$ cat config.mk
export PLATFORM = sky130hd
export DESIGN_NAME = dhp_front
export DESIGN_NICKNAME = d
export VERILOG_FILES = /design/src/rtl/core/dhp_pkg.sv /design/src/rtl/core/dhp_front.sv
export SDC_FILE = /design/constraint.sdc
export NUM_CORES = 1
export LEC_CHECK = 0
export BUFFER_PORTS_ARGS = -buffer_cell sky130_fd_sc_hd__buf_2
export CORE_MARGIN = 1.5
export CORE_UTILIZATION = 40
export CTS_BUF_LIST = sky130_fd_sc_hd__clkbuf_8
export CTS_CLUSTER_SIZE = 20
export DETAILED_ROUTE_END_ITERATION = 8
export GPL_TIMING_DRIVEN = 0
export PLACE_DENSITY = 0.82
export SLEW_MARGIN = 20
export SYNTH_ARGS = -nofsm -noshare
export SYNTH_HDL_FRONTEND = slang
export SYNTH_SLANG_ARGS = --single-unit
$ cat constraint.sdc
create_clock -name clk -period 1.9 [get_ports clk]
set_input_delay 0.095 -clock clk [delete_from_list [all_inputs] [get_ports clk]]
set_output_delay 0.095 -clock clk [all_outputs]
set_load 0.02 [all_outputs]
$ cat src/rtl/core/dhp_pkg.sv
`default_nettype none
// ----------------------------------------------------------------------------
// dhp_pkg: shared types and constants of the heaviest path update core
// field widths, stream packing sizes and the classified item flags
// ----------------------------------------------------------------------------
package dhp_pkg;

	localparam int IDX_W         = 10;   // node and ancestor index
	localparam int WGT_W         = 32;   // node weight, signed q16.16
	localparam int SUM_W         = 48;   // path total, signed q32.16
	localparam int LEN_W         = 11;   // path length
	localparam int MAX_NODES_DEF = 1024;
	localparam int QUEUE_DEPTH   = 4;

	localparam int IN_DATA_W  = 48;
	localparam int IN_USER_W  = 2;
	localparam int OUT_DATA_W = 80;
	localparam int OUT_USER_W = 2;

	localparam logic [LEN_W-1:0]        LEN_SAT = '1;
	localparam logic signed [SUM_W-1:0] SUM_MAX = {1'b0, {(SUM_W-1){1'b1}}};
	localparam logic signed [SUM_W-1:0] SUM_MIN = {1'b1, {(SUM_W-1){1'b0}}};

	// what the front end found out about one item
	typedef struct packed {
		logic start;    // node numbering restarts with this item
		logic usable;   // names an ancestor below the current node
		logic err;      // named an ancestor not below the current node
		logic last;     // closes the current node
	} item_flags_t;

	localparam int FLAGS_W = $bits(item_flags_t);

endpackage
`default_nettype wire

$ cat src/rtl/core/dhp_front.sv
`default_nettype none
// ----------------------------------------------------------------------------
// dhp_front: item intake and classification
// numbers the nodes, checks ancestor order and hands items to the queue
// ----------------------------------------------------------------------------
module dhp_front #(
	parameter int MAX_NODES = dhp_pkg::MAX_NODES_DEF
) (
	input  wire logic                            clk,
	input  wire logic                            arst_n,
	input  wire logic                            in_valid,
	output logic                                 in_ready,
	input  wire logic                            in_start,
	input  wire logic                            in_has_anc,
	input  wire logic [dhp_pkg::IDX_W-1:0]       in_anc,
	input  wire logic [dhp_pkg::WGT_W-1:0]       in_weight,
	input  wire logic                            in_last,
	input  wire logic                            q_ready,
	output logic                                 push,
	output dhp_pkg::item_flags_t                 push_flags,
	output logic [dhp_pkg::IDX_W-1:0]            push_anc,
	output logic [dhp_pkg::WGT_W-1:0]            push_weight,
	output logic [$clog2(MAX_NODES)-1:0]         push_cnt
);

	import dhp_pkg::*;

	localparam int NW = $clog2(MAX_NODES);
	localparam int CW = (NW > IDX_W) ? NW : IDX_W;
	localparam logic [NW-1:0] LAST_IDX = NW'(MAX_NODES - 1);

	logic [NW-1:0] cnt_q;
	logic [NW-1:0] cnt_cur;
	logic          accept;
	logic          order_bad;

	assign in_ready  = q_ready;
	assign accept    = in_valid & q_ready;
	assign cnt_cur   = in_start ? '0 : cnt_q;
	assign order_bad = in_has_anc & (CW'(in_anc) >= CW'(cnt_cur));

	always_ff @(posedge clk or negedge arst_n) begin
		if (!arst_n) begin
			cnt_q <= '0;
		end else if (accept) begin
			if (in_last) begin
				cnt_q <= (cnt_cur == LAST_IDX) ? '0 : cnt_cur + 1'b1;
			end else begin
				cnt_q <= cnt_cur;
			end
		end
	end

	assign push              = accept;
	assign push_flags.start  = in_start;
	assign push_flags.usable = in_has_anc & ~order_bad;
	assign push_flags.err    = order_bad;
	assign push_flags.last   = in_last;
	assign push_anc          = in_anc;
	assign push_weight       = in_weight;
	assign push_cnt          = cnt_cur;

endmodule
`default_nettype wire

* Word-level counts from Yosys, hierarchy flattened
Cells that the tools add are included.
W data, S select, Z words.
** Operators by class
- Add/subtract/negate cells :: 1
- $lt $le $gt $ge :: 1
- Eq/ne operators :: 1
- Mux-type cells :: 3
- Bitwise logic cells :: 4
** Operators by type and width (number)
- $mux W10 :: 3
- $add A10 B1 Y10 const B :: 1
- $eq A10 B10 Y1 const B :: 1
- $ge A10 B10 Y1 :: 1
- $and A1 B1 Y1 :: 3
- $not A1 Y1 :: 1
** Word-level totals
- Register bits :: 10
- Bits of input ports :: 49
- Output and inout port bits :: 58

* Logic depth before layout (Yosys ltp)
Gate-level depths: netlist (run 1).
- Depth after elaboration :: 5
- Mapped depth :: 10

* Worst setup path after synthesis (run 1)
Ideal clock, no wire load.
- Kind :: reg2out
- Start point :: reg cnt_q[0]
- End point :: out push_flags[2] in the netlist's numbering
- Data arrival time :: 2.257 ns
- Required time :: 1.805 ns
- Path slack :: -0.452 ns
- Stages on the path, launching flop included :: 7
- Path through :: dfrtp_1 -> nor2b_1 -> ha_1 -> nand2b_1 -> a211oi_1 -> nor3_1 -> nor4_1
** RTL lines
- start: declaration :: line dhp_front.sv:32 : logic [NW-1:0] cnt_q;
- start signal: assignment :: line dhp_front.sv:47 : cnt_q <= (cnt_cur == LAST_IDX) ? '0 : cnt_cur + 1'b1;
- start signal: assignment :: line dhp_front.sv:49 : cnt_q <= cnt_cur;
- end: declaration :: line dhp_front.sv:20 : output dhp_pkg::item_flags_t push_flags,

* Final worst setup path (run 1)
- Start point :: reg cnt_q[2]
- End point :: out push_flags[1] in the netlist's numbering
** On the way
- Longest elaborated chain between the ends :: 3
** RTL lines
- $mux W10 :: line dhp_front.sv:39 : assign cnt_cur = in_start ? '0 : cnt_q;
- $ge A10 B10 Y1 :: line dhp_front.sv:40 : assign order_bad = in_has_anc & (CW'(in_anc) >= CW'(cnt_cur));
- $and A1 B1 Y1 :: line dhp_front.sv:40
Every way passes these cells.

==> results of run 1 <==
[worst max path at each step]
stage / from / to / depth (start not counted)
2_1_floorplan: cnt_q[0] / push_flags[2] / 6
3_3_place_gp: in_start / push_flags[1] / 11
3_5_place_dp: in_start / push_flags[1] / 11
4_1_cts: cnt_q[0] / push_flags[1] / 7
5_1_grt: cnt_q[0] / push_flags[2] / 7
6_report: cnt_q[2] / push_flags[1] / 8
[power groups by stage]
stage / Clock, mW / Sequential [mW] / Combinational (mW)
after floorplan: 0 / 0.262 / 0.305
after global placement: 0 / 0.269 / 0.413
after detailed placement: 0 / 0.271 / 0.422
after CTS: 0.226 / 0.263 / 0.476
after global routing: 0.237 / 0.268 / 0.550
final: 0.217 / 0.265 / 0.510
[per-stage QoR]
stage	util, %	instance area [um^2]	setup TNS, ps
finish	64.0	1970	-81.9
global route	64.0	1970	-275
CTS	62.3	1920	-68.5
detailed placement	57.2	1760	-313
global placement	57.2	1760	-309
floorplan	-	1340	-19.0
[cell type report]
cell class / count / area share, %
timing repair buffer: 86 / 24.0
inverter: 14 / 2.67
tap: 44 / 2.80
sequential: 10 / 12.8
clock buffer: 3 / 2.10
multi-input combinational: 90 / 37.1
buffer: 49 / 18.6
[kinds of logic (layout without fill, tap and decap cells)]
kind of cell	Yosys count	count (layout)	share of synthesized area, %
simple gates	51	51	22.3
buf+inv	64	152	32.4
compound gates	25	25	13.4
mux	3	3	2.29
flops	10	10	19.1
fa+ha+maj	11	11	10.5
[layer usage]
metal  up-vias  part of all wire [%]  track usage, %
li1        697                     -               -
met3         6                   8.0            5.41
met5         -                     0               0
met1       664                    39            20.4
met2        73                    51            36.0
met4         0                   2.0            5.71
[worst max-delay path, cell delays in order (launching register included)]
cell,delay (ps)
dfrtp_1,390
nor2b_4,190
inv_1,60
ha_1,180
a21o_1,190
a21oi_2,120
nor3b_2,70
o31a_1,290
buf_6,130
[layout by cell type, fill, tap and decap left out, types with 4 or more instances in the layout]
cell,n
a21oi_1,4
buf_4,58
nand4_1,4
nand2_1,12
nor2_1,4
dfrtp_1,8
inv_1,13
nand3_1,4
buf_2,73
ha_1,9
o21ai_1,4
nand2b_1,6
[repair_timing]
action,in CTS,in global routing
resized for setup,14,2
pin swaps,6,2
buffers inserted,6,5
gates cloned,0,0
hold buffers,1,0
hold endpoints to repair,10,0
endpoints found under the setup margin,2,2
==> impl_results.md, run 1 <==
* Tot Pwr at 991 uW
* Failing checks: negative setup slack
* Clock root cell: clkbuf_8
* Number of H-tree levels at 1
* Hold slack at 249 ps
* Yosys reg bits at 10
* Worst r2r dst: cnt_q[3]
* Layout fillers at 290
* Most frequent cells after synthesis: 47 x buf_4, 14 x inv_1, 12 x nand2_1, 11 x ha_1, 10 x dfrtp_1
* Nets at 314
* Placed cell count at 282
* Core Region at 3080 um^2
* Hold path endpoint: cnt_q[0]
* Insertion delay to the later sink of the worst-skew pair at 230 ps
* Critical Path RT at roughly 1800 ps
* Remaining DRCs at 0
* Hold Startpoint: in_last
* RR Startpoint: cnt_q[0]
* Post-Synthesis Cells at 164
* Startpoint Class: register
* Register area at 253 um^2
* Internal power at 629 uW
* DR vias/cell at 4.86
* Slew @ Worst Pin at 456 ps
* Aggregate global routing overflow at 0
* Post-synth EDFFs at 0
* Peak supply drop at 348 uV
* Synth Warn # at 0
* Largest register FFs at 10
* Vias post-DR at 1440
* Synth area leaders: buf_4 27%, dfrtp_1 19%, ha_1 10%
* Placer Congestion at 0.825
* Psw at 363 uW
* N_diodes at 0
* WL/cell at 11.8 um
* Initial DRC count at 27
* F_max at 514 MHz
* Cell area after synthesis at 1310 um^2
* Full die area at between 3000 and 4000 um^2
* Layout cells sized above 1 at 60.7%
* Pin count of the biggest net entering global routing at 11
* Final setup viols at 2
* Fin crit share at 102%
* Hold Path Depth at 3
* Port Buffer Count at 74
* Skew final at 3.69 ps
* CTS Buf Count at 3
* Crit path kind: reg -> out
* R2R depth at 8
* Sequential Power Share at 26.7%
* Layout Cells excl Fill at 296
* Yosys top cell by area: buf_4
* Clk pin slew, worst setup/hold paths at around 50 ps
* Leakage at 1.11 nW
* Clock Power Share at 21.9%
* Multi-input gate area at 731 um^2
* TritonCTS clock tree: done
* Status: finished, violations left
* Routed Antenna Nets at 0
* Max_slew headroom at 69.6%
* Most instantiated library cell after synthesis: buf_4
* Register area share after synthesis at between 10% and 20%
* TritonRoute pass-1 iters at 4
* Worst-path maximum fanout at 4
* Site Rows at 20
* Logic pwr share at between 50% and 60%
* Max-slew violations at 0
* IO Pins at 107
* CP Capture Type: output pin
* Worst reg-to-reg setup slack at around 40 ps
* Area Growth Syn to Fin at 50.2%
* Clock buffer depth at 2
* Main synth FF type: dfrtp_1
* Starting density of the core at 42.6%
* RSZ-0062 raised after global routing: yes
* Worst hold path class: in -> reg
* DIE WIDTH at 60.3 um
* Syn nets at 224
* Asr flop ratio synth at 100%
* Final hold violations at 0
* Clk sinks at 10
* Die height at 60.3 um
* Drt total wl at 3.48 mm
* Gr usage total at a little under a fifth
* Yosys cell types at 38
* DP Worst Slack at -207 ps
* Crit path time final at between 1500 and 2000 ps
* Largest register by flop count: cnt_q
* Max cap viols at 0
* Sw Share at between 30% and 40%
* Largest regs: cnt_q (10)
* Antenna violations before repair at 0
* Post-synth top area share at 26.9%
* Vias in the first global route at 1264
* Avg Inst Size Synth at between 7 and 8 um^2
* DP HPWL at ~2.6 mm
* Setup slack after layout at -46.5 ps
* Pwr dens at 503 nW/um^2
* CP arrival at 1850 ps
* First-pass GRT wire length at 5.22 mm
Note: power is estimated with default switching activity, not from simulation.
==> run 2, diff against run 1 <==
Settings changed: ABC_AREA set to 1, CORE_UTILIZATION 40 to 41, PLACE_DENSITY 0.82 to 0.83.
==> run 2 against run 1 <==
Against the previous run:
- the run now ends clean
- global-route usage shrank 0.29 points
- die area shrank 0.65%
- wire length grew 1.3%
- sequential power shrank 12%
- non-clock buffer count grew 1
- worst setup slack gained 110 ps
- critical path depth grew 2
- final area grew 3.7%
- sequential cell count is the same
- combinational power shrank 25%
- first-iteration DRC count grew 110%
- core utilization grew 2.4 points
- critical path type unchanged
- largest cell class unchanged
- largest power group unchanged
- highest routed layer unchanged
==> impl_results.md, run 2 <==
* Cell area after synthesis at about 1300 um^2
* First-pass GRT wire length at 5.09 mm
* Asr flop ratio synth at 100%
* CP Capture Type: output pin
* Max-slew violations at 0
* Leading cell type in the layout, fill and taps excluded: buf_2
* Synth area leaders: buf_4 26%, dfrtp_1 19%, ha_1 10%
* Post-synth EDFFs at 0
* Yosys reg bits at 10
* Largest register by flop count: cnt_q
* DP Worst Slack at 111 ps
* DIE WIDTH at 60.1 um
* Starting density of the core at 43.4%
* Most frequent cells in the layout: 73 x buf_2, 60 x buf_4, 29 x nand2_1
* Yosys cell types at 20
* Yosys top cell by area: buf_4
* Remaining DRCs at 0
* Avg Inst Size Synth at about 7.0 um^2
* Clk sinks at 10
* Full die area at 3610 um^2
* Final setup viols at 0
* Worst hold path class: in -> reg
* Pwr dens at 435 nW/um^2
* Routed Antenna Nets at 0
* Nets at 345
* CTS Buf Count at 3
* TritonRoute pass-1 iters at 4
* Antenna violations before repair at 0
* Final hold violations at 0
* Synth Warn # at 0
* Insertion delay to the later sink of the worst-skew pair at 240 ps
* Die height at 60.1 um
* Startpoint Class: register
* DP HPWL at 2.46 mm
* Max_slew headroom at 71.9%
* Area Growth Syn to Fin at 53.0%
* Post-synth top area share at between 20% and 30%
* Syn nets at 251
* Layout cells sized above 1 at 64.1%
* Crit path kind: reg -> out
* Peak supply drop at approximately 210 uV
* Aggregate global routing overflow at 0
* Largest register FFs at 10
* Crit path time final at 1840 ps
* Setup slack after layout at 63.9 ps
* Status: completed
* Largest regs: cnt_q (10)
* Pin count of the biggest net entering global routing at 11
* Initial DRC count at 57
* Clock root cell: clkbuf_8
* Main synth FF type: dfrtp_1
* Tot Pwr at ~890 uW
* Vias in the first global route at 1246
* Site Rows at 20
* Placer Congestion at between 0.8 and 0.9
* Post-Synthesis Cells at around 190
* Fin crit share at 96.6%
* Setup TNS at 0 ps
* Core Region at 3080 um^2
* CP arrival at 1740 ps
* TritonCTS clock tree: done
* Hold Path Depth at 3
* DR vias/cell at 4.42
* Clock buffer depth at 2
* Critical Path RT at approximately 1800 ps
* Worst-path maximum fanout at 2
* Most instantiated library cell after synthesis: buf_4
* Register area share after synthesis at 18.7%
* F_max at 545 MHz
* Layout Cells excl Fill at 328
* Number of H-tree levels at 1
* Max cap viols at 0
* N_diodes at 0
* Skew final at 3.09 ps
* WL/cell at 10.7 um
* IO Pins at 107
* Most frequent cells after synthesis: 46 x buf_4, 32 x nand2_1, 27 x inv_1, 12 x nor2_1, 11 x ha_1
* Clk pin slew, worst setup/hold paths at 50 ps
* Port Buffer Count at 74
* Placed cell count at 309
* R2R depth at 13
* Slew @ Worst Pin at ~420 ps
* Vias post-DR at between 1000 and 1500
* Gr usage total at between 10% and 20%
* Leakage at ~1.1 nW
* Drt total wl at 3.53 mm
run 2: per-layer routing:
metal,wire [um],vias to the layer above,GRT usage (%),part of all wire [%]
met1,1360,625,19.9,39
met5,0,-,0,0
met2,1830,78,35.1,52
li1,-,737,-,-
met4,85,0,9.52,2.4
met3,246,9,3.46,7.0
run 2: area by class of cell:
type                            instances  area, um^2
Clock buffer                            4        55.1
Inverter                               29         111
Buffer                                 46         342
Fill cell                             274        1040
Sequential cell                        10         251
Tap cell                               44        55.1
Timing Repair Buffer                   90         499
Multi-Input combinational cell        105         728
run 2: timing repair:
action,4_1_cts,5_1_grt
setup endpoints to repair,2,2
resized for setup,7,25
setup buffers,5,10
pin swaps,3,16
hold buffers,1,0
hold endpoints to repair,10,0
run 2: logic make-up after synthesis:
family                   after synthesis  share of synthesized area, %
buffers and inverters                 76                          34.5
AND/OR/NAND/NOR                       72                          26.2
AO/OA/AOI/OAI                         17                          6.93
adder cells (fa/ha/maj)               11                          10.3
flip-flops                            10                          18.7
XOR/XNOR                               5                          3.28
run 2: per-stage QoR:
step	hold WS, ps	util [%]	area [um^2]
after floorplan	-201	-	1340
after global placement	-32.7	57.2	1760
after detailed placement	-31.7	57.2	1760
after CTS	191	61.9	1900
after global routing	217	66.3	2040
final	188	66.3	2040
run 2: power breakdown:
group          total [mW]  switching, mW  internal, mW
logic               0.380          0.206         0.174
registers           0.234        0.00981         0.224
clock network       0.274         0.0913         0.183
total               0.888          0.307         0.582
run 2: path summary, 6_finish.rpt:
check	start	slack [ps]	end
worst max-delay path	cnt_q[8]	60	push_flags[2]
worst min-delay path	in_last	190	cnt_q[1]
worst max register to register	cnt_q[0]	290	cnt_q[9]
worst min register to register	cnt_q[9]	520	cnt_q[9]
max in group asynchronous	arst_n	1440	cnt_q[4]
min in group asynchronous	arst_n	250	cnt_q[6]
run 2: worst max-delay path, stage by stage (launching register included):
cell     delay (ps)
dfrtp_1         360
inv_2            60
nor2_4          100
inv_1            60
ha_1            300
nand2_2          90
o21ai_1          80
nor2_1          130
nand3_2          80
nor2_1           80
buf_2           160
==> run 3, diff against run 2 <==
Settings changed: CORE_UTILIZATION 41 to 40, PLACE_DENSITY 0.83 to 0.82.
==> run 3 against run 2 <==
Against the previous run:
- maximum frequency up 0.44%
- sequential share of layout area down 0.59 points
- critical endpoint unchanged
- final cell count up 0.91%
- hold slack better by 6.2 ps
- first-iteration DRC count down 28%
- non-clock buffer count up 4
- combinational power up 6.8%
- core utilization up 2.8 points
- sequential power about the same
==> impl_results.md, run 3 (synthesis gave the netlist of run 2 again) <==
* Status: completed
* Layout cells sized above 1 at 67.2%
* Insertion delay to the later sink of the worst-skew pair at 240 ps
* Initial DRC count at 41
* Pin count of the biggest net entering global routing at 11
* Peak supply drop at 240 uV
* F_max at 547 MHz
* Core Region at 3100 um^2
* Site Rows at 20
* N_diodes at 0
* Leading cell type in the layout, fill and taps excluded: buf_2
* Crit path time final at 1830 ps
* Aggregate global routing overflow at 0
* Largest regs: cnt_q (10)
* Clock Power Share at approximately a quarter
* Leakage at 1.17 nW
* Slowest cell on the critical path: dfrtp_1
* Remaining DRCs at 0
* Clk sinks at 10
* Startpoint Class: register
* Worst-path maximum fanout at 2
* Starting density of the core at 43.0%
* Internal power at 553 uW
* Max_slew headroom at 71.7%
* WL/cell at 11.6 um
* Setup TNS at 0 ps
* Max cap viols at 0
* Placer Congestion at 0.849
* Skew final at 3.09 ps
* Pwr dens at 403 nW/um^2
* Most frequent cells in the layout: 73 x buf_2, 64 x buf_4, 28 x nand2_1
* Antenna violations before repair at 0
* Clk pin slew, worst setup/hold paths at 50 ps
* DIE WIDTH at 60.8 um
* Critical Path RT at 1800 ps
* CP Capture Type: output pin
* Slowest stage delay, CP at 350 ps
* Worst hold path class: in -> reg
* Full die area at 3690 um^2
* Fin crit share at a little over nine tenths
* Worst path top cell family by delay: simple AND/OR/NAND/NOR gates
* Vias post-DR at ~1500
* First-pass GRT wire length at roughly 5 mm
* Setup slack after layout at 71.9 ps
* Routed Antenna Nets at 0
* DP Worst Slack at 123 ps
* Nets at 349
* Psw at around 310 uW
* Port Buffer Count at 74
* Crit path cell chain: inv_1 > nor2_2 > inv_2 > ha_4 > a21oi_4 > o21ai_2 > nand2_1 > nand3_2 > nor2_1 > buf_2
* CP arrival at 1730 ps
* DP HPWL at 2.60 mm
* Gr usage total at 18.3%
* TritonCTS clock tree: done
* Area Growth Syn to Fin at 60.6%
* DR vias/cell at 4.57
* Vias in the first global route at 1265
* Final setup viols at 0
* Clock buffer depth at 2
* Final hold violations at 0
* IO Pins at 107
* Drt total wl at 3.85 mm
* CTS Buf Count at 3
* Logic pwr share at a little under half
* Sw Share at 36.0%
* Die height at 60.8 um
* Clock root cell: clkbuf_8
* Largest register FFs at 10
* Max-slew violations at 0
* RSZ-0062 raised after global routing: no
* Crit path kind: reg -> out
* Slew @ Worst Pin at 424 ps
* Number of H-tree levels at 1
* Crit path buf inv count at 3
* Largest register by flop count: cnt_q
* TritonRoute pass-1 iters at 5
* Layout fillers at 266
* Sequential Power Share at 27.1%
==> run 3: cell count changes in the layout (fill, tap and decap cells not counted), sizes merged <==
cell and change:
clkbuf -1, buf +4
==> run 3: final timing paths <==
path	from	endpoint	slack, ps	cells after the start
max	cnt_q[5]	push_flags[2]	70	10
min	in_last	cnt_q[1]	190	3
max reg2reg	cnt_q[5]	cnt_q[7]	100	14
min reg2reg	cnt_q[9]	cnt_q[9]	520	2
max in group asynchronous	arst_n	cnt_q[4]	1420	2
min in group asynchronous	arst_n	cnt_q[1]	250	2
==> run 3: worst register-to-register path, stage by stage, from the launching register on <==
cell and delay, ps:
dfrtp_1 380, inv_1 80, nor2_2 50, buf_4 140, buf_4 120, buf_4 120
buf_4 120, buf_4 120, buf_4 140, nand2_1 90, nor2_1 80, nand2_1 70
nand2_1 40, nand2_1 90, o21ai_2 60
==> run 3: power by group through the flow <==
stage	logic (mW)	clock network [mW]	registers, mW
2_1_floorplan	0.230	0	0.235
3_3_place_gp	0.321	0	0.237
3_5_place_dp	0.329	0	0.237
4_1_cts	0.356	0.224	0.234
5_1_grt	0.440	0.236	0.236
6_report	0.406	0.223	0.234
==> run 3: what timing repair did <==
item | CTS | global route
pin swaps | 7 | 19
setup buffers | 10 | 9
endpoints found under the setup margin | 2 | 2
hold buffers | 1 | 0
endpoints found under the hold margin | 10 | 0
resized for setup | 11 | 36
==> run 3: area by class of cell <==
| cell class | instances | area, um^2 | area share (%) |
|---|---|---|---|
| multi-input cells | 105 | 815 | 38.0 |
| repair buffers | 94 | 529 | 24.7 |
| plain buffers | 46 | 342 | 15.9 |
| flip-flops and latches | 10 | 251 | 11.7 |
| inverters | 29 | 111 | 5.19 |
| well taps | 44 | 55.1 | 2.57 |
| clock buffers | 3 | 41.3 | 1.93 |
==> run 3: routing by layer <==
layer | global-route usage, % | share of wire [%]
met2 | 34.9 | 54
met1 | 20.1 | 36
met4 | 7.14 | 2.3
met5 | 0 | 0
met3 | 2.77 | 7.4
==> run 3: per-stage QoR <==
step	utilization [%]	power (mW)	area [um^2]	cells	hold slack, ps
after floorplan	-	0.465	1340	191	-201
after global placement	56.7	0.558	1760	309	-31.5
after detailed placement	56.7	0.567	1760	309	-23.9
after CTS	62.2	0.813	1930	323	201
after global routing	69.1	0.911	2140	331	222
final	69.1	0.864	2140	331	194
