===== config.mk =====
export PLATFORM = sky130hd
export DESIGN_NAME = dhp_queue
export DESIGN_NICKNAME = d
export VERILOG_FILES = /design/src/rtl/core/dhp_queue.sv
export SDC_FILE = /design/constraint.sdc
export NUM_CORES = 1
export LEC_CHECK = 0
export ABC_CLOCK_PERIOD_IN_PS = 4100
export BUFFER_PORTS_ARGS = -buffer_cell sky130_fd_sc_hd__buf_2
export CAP_MARGIN = 20
export CORE_ASPECT_RATIO = 0.6
export CORE_MARGIN = 10
export CORE_UTILIZATION = 29
export CTS_CLUSTER_SIZE = 30
export DETAILED_ROUTE_END_ITERATION = 6
export PLACE_DENSITY_LB_ADDON = 0.08
export RECOVER_POWER = 50
export SETUP_SLACK_MARGIN = 0.5
export SYNTH_ARGS = -nofsm -noshare
export SYNTH_HDL_FRONTEND = slang
export SYNTH_SLANG_ARGS = --single-unit

===== constraint.sdc =====
create_clock -name clk -period 4.1 [get_ports clk]
set_input_delay 1.025 -clock clk [delete_from_list [all_inputs] [get_ports clk]]
set_output_delay 1.025 -clock clk [all_outputs]
set_load 0.05 [all_outputs]

===== src/rtl/core/dhp_queue.sv =====
`default_nettype none
// ----------------------------------------------------------------------------
// dhp_queue: short fifo between front and back end
// register based, head entry visible while not empty
// ----------------------------------------------------------------------------
module dhp_queue #(
	parameter int WIDTH = 8,
	parameter int DEPTH = 4
) (
	input  wire logic             clk,
	input  wire logic             arst_n,
	input  wire logic             push,
	input  wire logic [WIDTH-1:0] push_data,
	output logic                  ready,
	input  wire logic             pop,
	output logic [WIDTH-1:0]      head_data,
	output logic                  not_empty
);

	localparam int PW = $clog2(DEPTH);
	localparam int CNT_W = $clog2(DEPTH + 1);
	localparam logic [PW-1:0]    LAST_PTR = PW'(DEPTH - 1);
	localparam logic [CNT_W-1:0] FULL_CNT = CNT_W'(DEPTH);

	logic [WIDTH-1:0] mem_q [DEPTH];
	logic [PW-1:0]    wr_ptr_q;
	logic [PW-1:0]    rd_ptr_q;
	logic [CNT_W-1:0] count_q;
	logic             do_push;
	logic             do_pop;

	assign ready     = (count_q != FULL_CNT);
	assign not_empty = (count_q != '0);
	assign do_push   = push & ready;
	assign do_pop    = pop & not_empty;
	assign head_data = mem_q[rd_ptr_q];

	always_ff @(posedge clk or negedge arst_n) begin
		if (!arst_n) begin
			wr_ptr_q <= '0;
			rd_ptr_q <= '0;
			count_q  <= '0;
		end else begin
			if (do_push) begin
				wr_ptr_q <= (wr_ptr_q == LAST_PTR) ? '0 : wr_ptr_q + 1'b1;
			end
			if (do_pop) begin
				rd_ptr_q <= (rd_ptr_q == LAST_PTR) ? '0 : rd_ptr_q + 1'b1;
			end
			if (do_push && !do_pop) begin
				count_q <= count_q + 1'b1;
			end else if (do_pop && !do_push) begin
				count_q <= count_q - 1'b1;
			end
		end
	end

	always_ff @(posedge clk) begin
		if (do_push) begin
			mem_q[wr_ptr_q] <= push_data;
		end
	end

endmodule
`default_nettype wire


# After elaboration in Yosys (flattened, before gate mapping)
# Memory sizes are Yosys's and may differ from the RTL's.
# Index checks and enable logic that the tools add are counted.
# W data, S select, Z words.
classes:
  muxes: 6
  eq_ne: 3
  reduce_logical: 6
  n_addsub: 4
  n_bitwise: 2
op_table:
  columns: ["operator", "count"]
  rows:
  - ["$mux W3", 2]
  - ["$add A2 B1 Y2 const B", 2]
  - ["$eq A2 B2 Y1 const B", 2]
  - ["$mux W2", 2]
  - ["$add A3 B1 Y3 const B", 1]
  - ["$ne A3 B3 Y1 const B", 1]
  - ["$reduce_bool A3 Y1", 1]
  - ["$sub A3 B1 Y3 const B", 1]
  - ["$and A1 B1 Y1", 2]
  - ["$logic_and A1 B1 Y1", 2]
  - ["$logic_not A1 Y1", 2]
  - ["$mux W1", 2]
  - ["$reduce_bool A2 Y1", 1]
totals:
  wordCells: 25
  ram_bits: 32
  in_bits: 12
  output_inout_bits: 10
  n_memories: 1
  reg_bits: 7
mem_list:
  columns: ["memory", "depth", "width", "rd", "rd_clocked_by_memory_dff", "wr", "line", "source"]
  rows:
  - ["mem_q", 4, 8, 1, 0, 1, "25", "logic [WIDTH-1:0] mem_q [DEPTH];"]

# Logic depth before layout (Yosys ltp)
# Gate-level depths: netlist of run 1.
depth:
  depth_word: 6
  mapped_depth: 8
  depth_no_buf: 8

# Least setup slack after synthesis of run 1
# Ideal clock, no wire load.
synth_timing:
  path_type: "in2reg"
  from: "input push"
  to: "register count_q[2]"
  required_ps: 4021
  setup_time_ps: 79
  setup_slack_ps: 1763
  t_arrival_ps: 2258
  stages: 7
  cell_sequence: "a21boi_2 ha_1 inv_1 fa_1 xor2_1 nor2_1 xor2_1"
synth_between:
  elab_chain_len: 4
  elab_cells_between_ends: 6
  cone_classes: "mux: 1; bitwise: 1; reduce/logical: 4"
synth_lines:
  columns: ["item", "line", "source"]
  rows:
  - ["start: declaration", "12", "input wire logic push,"]
  - ["$and A1 B1 Y1 (*)", "34", "assign do_push = push & ready;"]
  - ["$logic_not A1 Y1", "52", "end else if (do_pop && !do_push) begin"]
  - ["$logic_and A1 B1 Y1", "52", null]
  - ["$reduce_bool A2 Y1 (no source line)", null, null]
  - ["end signal: assignment", "51", "count_q <= count_q + 1'b1;"]
  - ["end signal: assignment", "53", "count_q <= count_q - 1'b1;"]
  - ["end: declaration", "28", "logic [CNT_W-1:0] count_q;"]
# Every way passes the cells marked *; elsewhere a longest branch is shown, timed or not.
# A chain may end at the register's enable or synchronous reset.

# Worst setup path after layout of run 1
layout_timing:
  from: "register rd_ptr_q[0]"
  to: "output head_data[1]"
layout_between:
  elab_chain_len: 1
layout_lines:
  columns: ["item", "line", "source"]
  rows:
  - ["start: declaration", "27", "logic [PW-1:0] rd_ptr_q;"]
  - ["start signal: assignment", "48", "rd_ptr_q <= (rd_ptr_q == LAST_PTR) ? '0 : rd_ptr_q + 1'b1;"]
  - ["$mem_v2 Z4 W8", null, null]
  - ["end: declaration", "16", "output logic [WIDTH-1:0] head_data,"]
# Every way passes these cells.

==> impl_metrics.py, run 1 <==
metrics = {
    "synthesis": {
        "yosysUniqueCellTypes": 18,
        "synth_seq_cells": 39,
        "yosys_warnings": 0,
        "syn_nets": 98,
        "yosysSeqAreaShare_pct": 71.0,
        "synth.most_common_cell": "edfxtp_1",
        "ys.flop_type": "edfxtp_1",
        "yosysTopAreaCell": "edfxtp_1",
        "async_flop_share_pct": 17.9,
        "synth_top_area_share_pct": 60.1,
        "synth_common_cells": "edfxtp_1, mux4_2, dfrtp_1, ha_1",
        "ys_top_cells_by_area": "edfxtp_1, mux4_2, dfrtp_1",
        "synth_edf_count": 32,
        "avgSynthCellArea_sq_um": 20.2,
        "synth_cells": 79,
        "syn-cell-area_sq_um": 1600,
    },
    "critical_path": {
        "path_class": "reg2out",
        "cp.buffers_inverters": 1,
        "start_kind": "register",
        "cpLargestDelayFamily": "flip-flops",
        "critical-path-max-stage-delay_ns": 0.75,
        "required_ns": 3.07,
        "cp-end-kind": "output pin",
        "crit_arrival_ns": 1.88,
        "cp_slowest_cell": "dfrtp_1",
        "path_cells": "mux4_2, buf_2",
        "path_max_fanout": 11,
    },
    "drt": {
        "routed_wl_microns": 2850,
        "wire_per_inst_microns": 16.6,
        "vias": 760,
        "drt_iter0_markers": 25,
        "via_per_inst": 4.42,
        "ant_nets": 0,
        "drc": 0,
        "firstDrtPassIters": 4,
    },
    "global_route": {
        "overflow": 0,
        "grt_first_pass_wirelength_microns": 4550,
        "grt_pass1_vias": 829,
        "grt_max_degree": 14,
        "antenna_found_initial": 0,
        "track_usage_pct": 6.90,
    },
    "sta": {
        "slew_headroom_pct": 43.0,
        "period_needed_ns": 2.90,
        "setup_viol": 0,
        "finalSetupTns_ns": 0,
        "hold_viol": 0,
        "hold_ws_ns": 0.542,
        "timing.fmax_mhz": 345,
        "rsz0062_at_grt": "false",
        "post-route-period-util_pct": 70.8,
        "tightest_slew_ns": 0.847,
        "skew_ns": 0.00585,
        "drv_slew": 0,
    },
    "die": {
        "num_rows": 20,
        "die_h_microns": 77.5,
        "dieWidth_microns": 116,
        "boundaryPins": 22,
        "core_area_sq_um": 5200,
        "start_util_pct": 30.7,
        "die_area_sq_um": 8980,
    },
    "clock_tree": {
        "clock_path_buffers": 2,
        "clockRootBuffer": "clkbuf_8",
        "cts_tree": "built",
        "cts_setup_buffers": 0,
        "cts_resized": 0,
        "clock_latency_ns": 0.29,
        "h-tree-depth": 2,
        "numCtsBuffers": 5,
        "cts.hold.buffers_added": 0,
        "cts_sinks": 39,
        "clkSlewWorstSetupHoldPaths_ns": 0.08,
    },
    "finish": {
        "diodes": 0,
        "final_cells": 172,
        "area_growth_pct": 16.8,
        "multi_input_area_sq_um": 432,
        "register_area_sq_um": 1140,
        "nets": 124,
        "layout-drive-gt1-share_pct": 31.1,
        "fill_cells": 499,
    },
    "worst_hold_path": {
        "worstHoldPathType": "reg2reg",
    },
    "placed_design": {
        "port_buffers": 21,
        "dp_hpwl_microns": 2010,
        "finalWeightedCongestion": 0.670,
        "place_inst": 164,
    },
    "pwr": {
        "p_leak_uw": 0.000669,
        "peakVddDrop_mv": 0.293,
        "power_uw": 1520,
        "powerDensity_nw_per_um2": 814,
    },
    "flow_run": {
        "cap_violations": 0,
    },
    "status": {
        "status": "finished, final reports clean",
    },
}
-- area by class of cell --
cell class              instances  area share (%)
flip-flops and latches         39            60.8
inverters                       3           0.603
clock buffers                   5            3.68
clock inverters                 3            2.34
well taps                      66            4.42
repair buffers                 21            5.02
multi-input cells              35            23.1
-- stage by stage --
step	utilization (%)	area [sq um]	setup slack, ns
floorplan	-	1600	1.76
global placement	34.2	1780	1.48
detailed placement	34.2	1780	1.48
CTS	36.3	1890	1.15
global route	35.9	1870	1.05
finish	35.9	1870	1.20
-- layer usage --
metal	global-route usage, %	part of all wire, %	vias to the layer above
met4	2.61	1.2	0
li1	-	-	353
met3	3.23	5.0	6
met1	8.99	49	387
met2	9.68	45	14
met5	0	0	-
-- placed cells by master (no fill, tap or decap), drive strengths merged --
cell,n
buf,12
clkinv,2
xnor2,1
edfxtp,32
or3,1
mux2,5
mux4,8
and2,4
ha,6
xor2,2
bufinv,1
nand2,2
dfrtp,7
nor2,4
fa,1
a21boi,1
clkbuf,14
inv,3
-- report_power, final --
group	internal (uW)	total [uW]	switching, uW	leakage [uW]
clock	181	317	135	0.0000581
combinational	207	572	366	0.000235
sequential	536	631	95.0	0.000375
total	924	1520	596	0.000669
-- registers in the layout, summed over array words and instances, names as in the netlist --
register	count
count_q	3
mem_q	32
rd_ptr_q	2
wr_ptr_q	2
-- kinds of logic after synthesis --
group | Yosys count | share of synthesized area (%)
buf+inv | 5 | 1.25
fa+ha+maj | 7 | 5.95
flops | 39 | 71.0
xor+xnor | 3 | 1.64
compound gates | 1 | 0.704
simple gates | 11 | 4.15
mux | 13 | 15.3
-- path summary, 6_finish.rpt --
| path | startpoint | endpoint | slack [ns] | depth (start not counted) |
|---|---|---|---|---|
| min reg2reg | count_q[2] | count_q[2] | 0.54 | 1 |
| min | count_q[2] | count_q[2] | 0.54 | 1 |
| min in group asynchronous | arst_n | wr_ptr_q[1] | 0.65 | 1 |
| max in group asynchronous | arst_n | rd_ptr_q[0] | 3.14 | 1 |
| max | rd_ptr_q[0] | head_data[1] | 1.20 | 2 |
| max reg2reg | count_q[0] | count_q[2] | 1.67 | 8 |
-- worst reg2reg max path, stage by stage, from the launching register on --
cell      delay [ns]
dfrtp_1         0.43
nor2_1          0.10
a21boi_0        0.69
ha_1            0.31
inv_1           0.06
fa_1            0.37
xor2_1          0.15
nor2_1          0.12
xor2_1          0.15
No activity file was read; power rests on OpenSTA's default activity.
==> inputs of run 2 (changes only) <==
ABC_CLOCK_PERIOD_IN_PS = 2700   (was 4100)
clock period = 2.7 ns   (was 4.1 ns; I/O delays follow)
==> run 2 against run 1 <==
- critical endpoint unchanged
- highest routed layer unchanged
- register-to-register slack worse by 1.1 ns
- via count rose by 1.2%
- sequential cell count is the same
- die area did not move
- largest cell class unchanged
- clock power grew 51%
==> impl_metrics.py, run 2 (same netlist as run 1, synthesis figures left out) <==
metrics = {
    "status": {
        "status": "finished, final reports clean",
    },
    "sta": {
        "tightest_slew_ns": 0.476,
        "slew_headroom_pct": 68.3,
        "post-route-period-util_pct": 82.5,
        "period_needed_ns": 2.23,
        "rsz0062_at_grt": "true",
        "setup_viol": 0,
        "hold_viol": 0,
        "timing.fmax_mhz": 449,
        "skew_ns": 0.00597,
        "drv_slew": 0,
        "finalSetupTns_ns": 0,
    },
    "placed_design": {
        "finalWeightedCongestion": 0.670,
        "port_buffers": 21,
        "dp_hpwl_microns": 2010,
    },
    "finish": {
        "multi_input_area_sq_um": 430,
        "fill_cells": 493,
        "layout-drive-gt1-share_pct": 36.4,
        "final_common_cell": "edfxtp_1",
        "top_register": "mem_q",
        "nets": 128,
        "diodes": 0,
        "reg.largest.list": "mem_q: 32 flops, count_q: 3 flops",
        "largest_reg_flops": 32,
        "register_area_sq_um": 1140,
        "mostFrequentLayoutCells": "edfxtp_1, clkbuf_1, buf_6, mux4_2, ha_1",
        "area_growth_pct": 23.1,
        "finalCoreUtilization_pct": 37.8,
    },
    "drt": {
        "firstDrtPassIters": 4,
        "drt_iter0_markers": 28,
        "routed_wl_microns": 2900,
        "wire_per_inst_microns": 16.5,
        "m1WireLength_microns": 1390,
        "wl_met3_microns": 175,
        "routed.top_layer": "met4",
        "drc": 0,
        "wl_met2_microns": 1300,
        "ant_nets": 0,
        "vias": 769,
        "via_per_inst": 4.37,
    },
    "global_route": {
        "overflow": 0,
        "antenna_found_initial": 0,
        "grt_max_degree": 14,
        "track_usage_pct": 7.04,
        "grt_first_pass_wirelength_microns": 4630,
        "grt_pass1_vias": 849,
    },
    "clock_tree": {
        "h-tree-depth": 2,
        "clock_path_buffers": 2,
        "cts_tree": "built",
        "clkSlewWorstSetupHoldPaths_ns": 0.08,
        "clockRootBuffer": "clkbuf_8",
        "cts_sinks": 39,
        "clock_latency_ns": 0.29,
        "cts.hold.buffers_added": 0,
        "numCtsBuffers": 5,
    },
    "pwr": {
        "p_clk_share_pct": 19.0,
        "peakVddDrop_mv": 0.497,
        "swShare_pct": 37.2,
        "powerDensity_nw_per_um2": 1280,
        "p_comb_share_pct": 43.9,
        "intPower_uw": 1580,
        "power_switching_uw": 939,
        "power_frac_seq_pct": 37.0,
        "p_leak_uw": 0.000715,
    },
    "worst_hold_path": {
        "worstHoldPathType": "in2async",
    },
    "die": {
        "die_h_microns": 77.5,
        "core_area_sq_um": 5200,
        "die_area_sq_um": 8980,
        "dieWidth_microns": 116,
        "num_rows": 20,
        "boundaryPins": 22,
        "start_util_pct": 30.7,
    },
    "flow_run": {
        "cap_violations": 0,
    },
    "critical_path": {
        "ff2ff_setup_slack_ns": 0.56,
        "ff2ff_path_depth": 8,
        "path_max_fanout": 3,
        "worst_r2r_endpoint": "count_q[2]",
        "start_kind": "register",
        "required_ns": 2.03,
        "path_class": "reg2out",
        "crit_arrival_ns": 1.55,
        "r2r_start": "count_q[2]",
        "cp-end-kind": "output pin",
    },
}
run 2: routing by layer:
metal / up-vias / global-route usage (%)
met5: - / 0
met4: 0 / 2.61
met3: 5 / 3.30
met2: 16 / 9.90
met1: 385 / 9.17
li1: 363 / -
run 2: layout make-up:
cell class / instances / area share (%)
tap: 66 / 4.20
clock inverter: 3 / 2.23
multi-input combinational: 35 / 21.9
sequential: 39 / 58.0
inverter: 3 / 0.572
clock buffer: 5 / 3.50
timing repair buffer: 25 / 9.66
run 2: what timing repair did:
item	4_1_cts	5_1_grt
hold endpoints to repair	0	0
setup buffers	4	0
endpoints found under the setup margin	8	8
gates resized for setup	20	1
run 2: per-stage QoR:
stage / hold slack (ns) / worst slack [ns] / area [sq um] / total power, uW / instances
3_5_place_dp: 0.530 / 0.429 / 1780 / 1900 / 164
6_report: 0.300 / 0.473 / 1970 / 2520 / 176
4_1_cts: 0.215 / 0.469 / 1990 / 2580 / 176
2_1_floorplan: 0.379 / 0.639 / 1600 / 1680 / 79
3_3_place_gp: 0.534 / 0.429 / 1780 / 1890 / 164
5_1_grt: 0.306 / 0.424 / 1970 / 2670 / 176
run 2: power groups by stage:
stage	clock, uW	sequential, uW	combinational (uW)
global placement	0	976	910
floorplan	0	884	795
CTS	492	935	1150
detailed placement	0	980	915
finish	480	934	1110
global route	516	959	1190
run 2: how the worst max path moves through the flow:
stage | from | to | cells past startpoint
6_report | rd_ptr_q[0] | head_data[1] | 3
5_1_grt | rd_ptr_q[0] | head_data[1] | 3
4_1_cts | rd_ptr_q[0] | head_data[1] | 3
3_5_place_dp | rd_ptr_q[0] | head_data[1] | 2
3_3_place_gp | rd_ptr_q[0] | head_data[1] | 2
2_1_floorplan | count_q[2] | count_q[2] | 8
run 2: critical path: stages (launching register included):
cell and delay [ns]:
dfrtp_4 0.50, buf_12 0.14, mux4_2 0.45, buf_6 0.18
==> inputs of run 3 (changes only) <==
ABC_CLOCK_PERIOD_IN_PS = 1800   (was 2700)
clock period = 1.8 ns   (was 2.7 ns; I/O delays follow)
==> run 3 against run 2 <==
- via count grew 7.5%
- largest power group unchanged
- the run now ends with negative setup slack left
- critical path type unchanged
- utilization rose by 4.0 points
- critical path depth did not move
- global-route usage up 0.51 points
- hold slack better by 0.11 ns
- wire length rose by 8.0%
- largest cell class unchanged
- final cell count grew 7.4%
- sequential share of layout area shrank 5.8 points
- final area grew 11%
==> impl_metrics.py, run 3 (same netlist as run 1, synthesis figures left out) <==
metrics = {
    "critical_path": {
        "start_kind": "register",
        "worst-path-stages": 3,
        "worst_r2r_endpoint": "count_q[2]",
        "path_cells": "buf_12, mux4_2, buf_6",
        "cp_slowest_cell": "mux4_2",
        "ff2ff_path_depth": 8,
        "path_max_fanout": 6,
        "cp-end-kind": "output pin",
        "path_class": "reg2out",
        "r2r_start": "count_q[2]",
        "critical-path-max-stage-delay_ns": 0.52,
        "crit_arrival_ns": 1.55,
        "required_ns": 1.35,
        "cp.buffers_inverters": 2,
        "ff2ff_setup_slack_ns": -0.07,
        "cpLargestDelayFamily": "multiplexers",
    },
    "die": {
        "die_area_sq_um": 8980,
        "num_rows": 20,
        "core_area_sq_um": 5200,
        "dieWidth_microns": 116,
        "start_util_pct": 30.7,
        "boundaryPins": 22,
        "die_h_microns": 77.5,
    },
    "finish": {
        "diodes": 0,
        "layout-drive-gt1-share_pct": 50.4,
        "area_growth_pct": 36.1,
        "fill_cells": 484,
        "final_cells": 189,
        "reg.largest.list": "mem_q: 32 flops, count_q: 3 flops",
        "nets": 141,
        "mostFrequentLayoutCells": "edfxtp_1, buf_6, clkbuf_1, buf_4, mux4_2",
        "largest_reg_flops": 32,
        "top_register": "mem_q",
        "final_common_cell": "edfxtp_1",
    },
    "sta": {
        "timing.fmax_mhz": 500,
        "setup_ws_ns": -0.201,
        "tightest_slew_ns": 0.469,
        "rsz0062_at_grt": "true",
        "slew_headroom_pct": 68.8,
        "hold_ws_ns": 0.414,
        "finalSetupTns_ns": -1.61,
        "setup_viol": 11,
        "post-route-period-util_pct": 111,
        "hold_viol": 0,
        "period_needed_ns": 2.00,
        "drv_slew": 0,
        "skew_ns": 0.00591,
    },
    "clock_tree": {
        "clkSlewWorstSetupHoldPaths_ns": 0.08,
        "clock_path_buffers": 2,
        "h-tree-depth": 2,
        "numCtsBuffers": 5,
        "clock_latency_ns": 0.29,
        "clockRootBuffer": "clkbuf_8",
        "cts_tree": "built",
        "cts_sinks": 39,
    },
    "pwr": {
        "swShare_pct": 36.7,
        "p_clk_share_pct": 17.5,
        "power_frac_seq_pct": 32.7,
        "intPower_uw": 2660,
        "power_switching_uw": 1540,
        "p_leak_uw": 0.000829,
        "powerDensity_nw_per_um2": 1930,
        "peakVddDrop_mv": 0.672,
        "p_comb_share_pct": 49.8,
        "power_uw": 4190,
    },
    "worst_hold_path": {
        "worstHoldPathType": "in2reg",
        "min-delay-start": "push_data[5]",
        "min_to": "mem_q[1][5]",
        "holdPathStages": 1,
    },
    "status": {
        "status": "finished, violations left",
        "violations": "negative setup slack",
    },
    "placed_design": {
        "place_inst": 172,
        "finalWeightedCongestion": 0.740,
        "port_buffers": 21,
    },
    "drt": {
        "drt_iter0_markers": 52,
        "vias": 827,
        "firstDrtPassIters": 3,
        "via_per_inst": 4.38,
        "ant_nets": 0,
        "drc": 0,
        "routed_wl_microns": 3130,
        "wire_per_inst_microns": 16.6,
    },
    "global_route": {
        "grt_pass1_vias": 909,
        "grt_max_degree": 14,
        "grt_first_pass_wirelength_microns": 4980,
        "track_usage_pct": 7.56,
        "antenna_found_initial": 0,
        "overflow": 0,
    },
    "flow_run": {
        "cap_violations": 0,
    },
}
-- run 3: cell count changes in the layout (fill, tap and decap cells not counted), moves of 3 or more --
cell / delta
buf_4: +7
mux2_4: +3
buf_6: +5
and2_1: -4
and2_4: +4
mux2_2: -3
-- run 3: how the worst max path moves through the flow --
stage / end / start / slack (ns)
final: head_data[6] / rd_ptr_q[0] / -0.20
after global routing: head_data[6] / rd_ptr_q[0] / -0.26
after global placement: count_q[2] / count_q[1] / -0.02
after CTS: head_data[1] / rd_ptr_q[0] / -0.21
after detailed placement: count_q[2] / count_q[1] / -0.07
after floorplan: count_q[2] / count_q[1] / -0.17
-- run 3: what timing repair did --
action,in CTS,in global routing
hold buffers,1,0
endpoints found under the hold margin,7,0
setup buffers,6,2
gates cloned,0,0
pin swaps,8,1
gates resized for setup,33,6
endpoints found under the setup margin,49,49
-- run 3: final cells by class --
type,count,area [sq um],area share (%)
Clock buffer,5,68.8,3.16
Tap cell,66,82.6,3.80
Sequential cell,39,1140,52.2
Inverter,3,11.3,0.518
Multi-Input combinational cell,35,504,23.2
Clock inverter,3,43.8,2.01
Timing Repair Buffer,38,329,15.1
-- run 3: per-stage QoR --
step                util, %  worst slack (ns)  instance area (sq um)
floorplan                 -            -0.173                   1630
global placement       36.0           -0.0250                   1870
detailed placement     36.0           -0.0743                   1870
CTS                    41.3            -0.214                   2150
global route           41.8            -0.256                   2180
finish                 41.8            -0.201                   2180
-- run 3: power by group through the flow --
stage | Combinational (uW) | Clock [uW] | Sequential (uW)
2_1_floorplan | 1250 | 0 | 1330
3_3_place_gp | 1640 | 0 | 1380
3_5_place_dp | 1650 | 0 | 1390
4_1_cts | 2040 | 755 | 1370
5_1_grt | 2240 | 804 | 1400
6_report | 2090 | 732 | 1370
-- run 3: per-layer routing --
metal / up-vias / wire length, microns / global-route usage (%)
met3: 5 / 218 / 3.76
met4: 0 / 34 / 3.36
met1: 417 / 1440 / 9.26
met5: - / 0 / 0
met2: 17 / 1440 / 10.9
li1: 388 / - / -
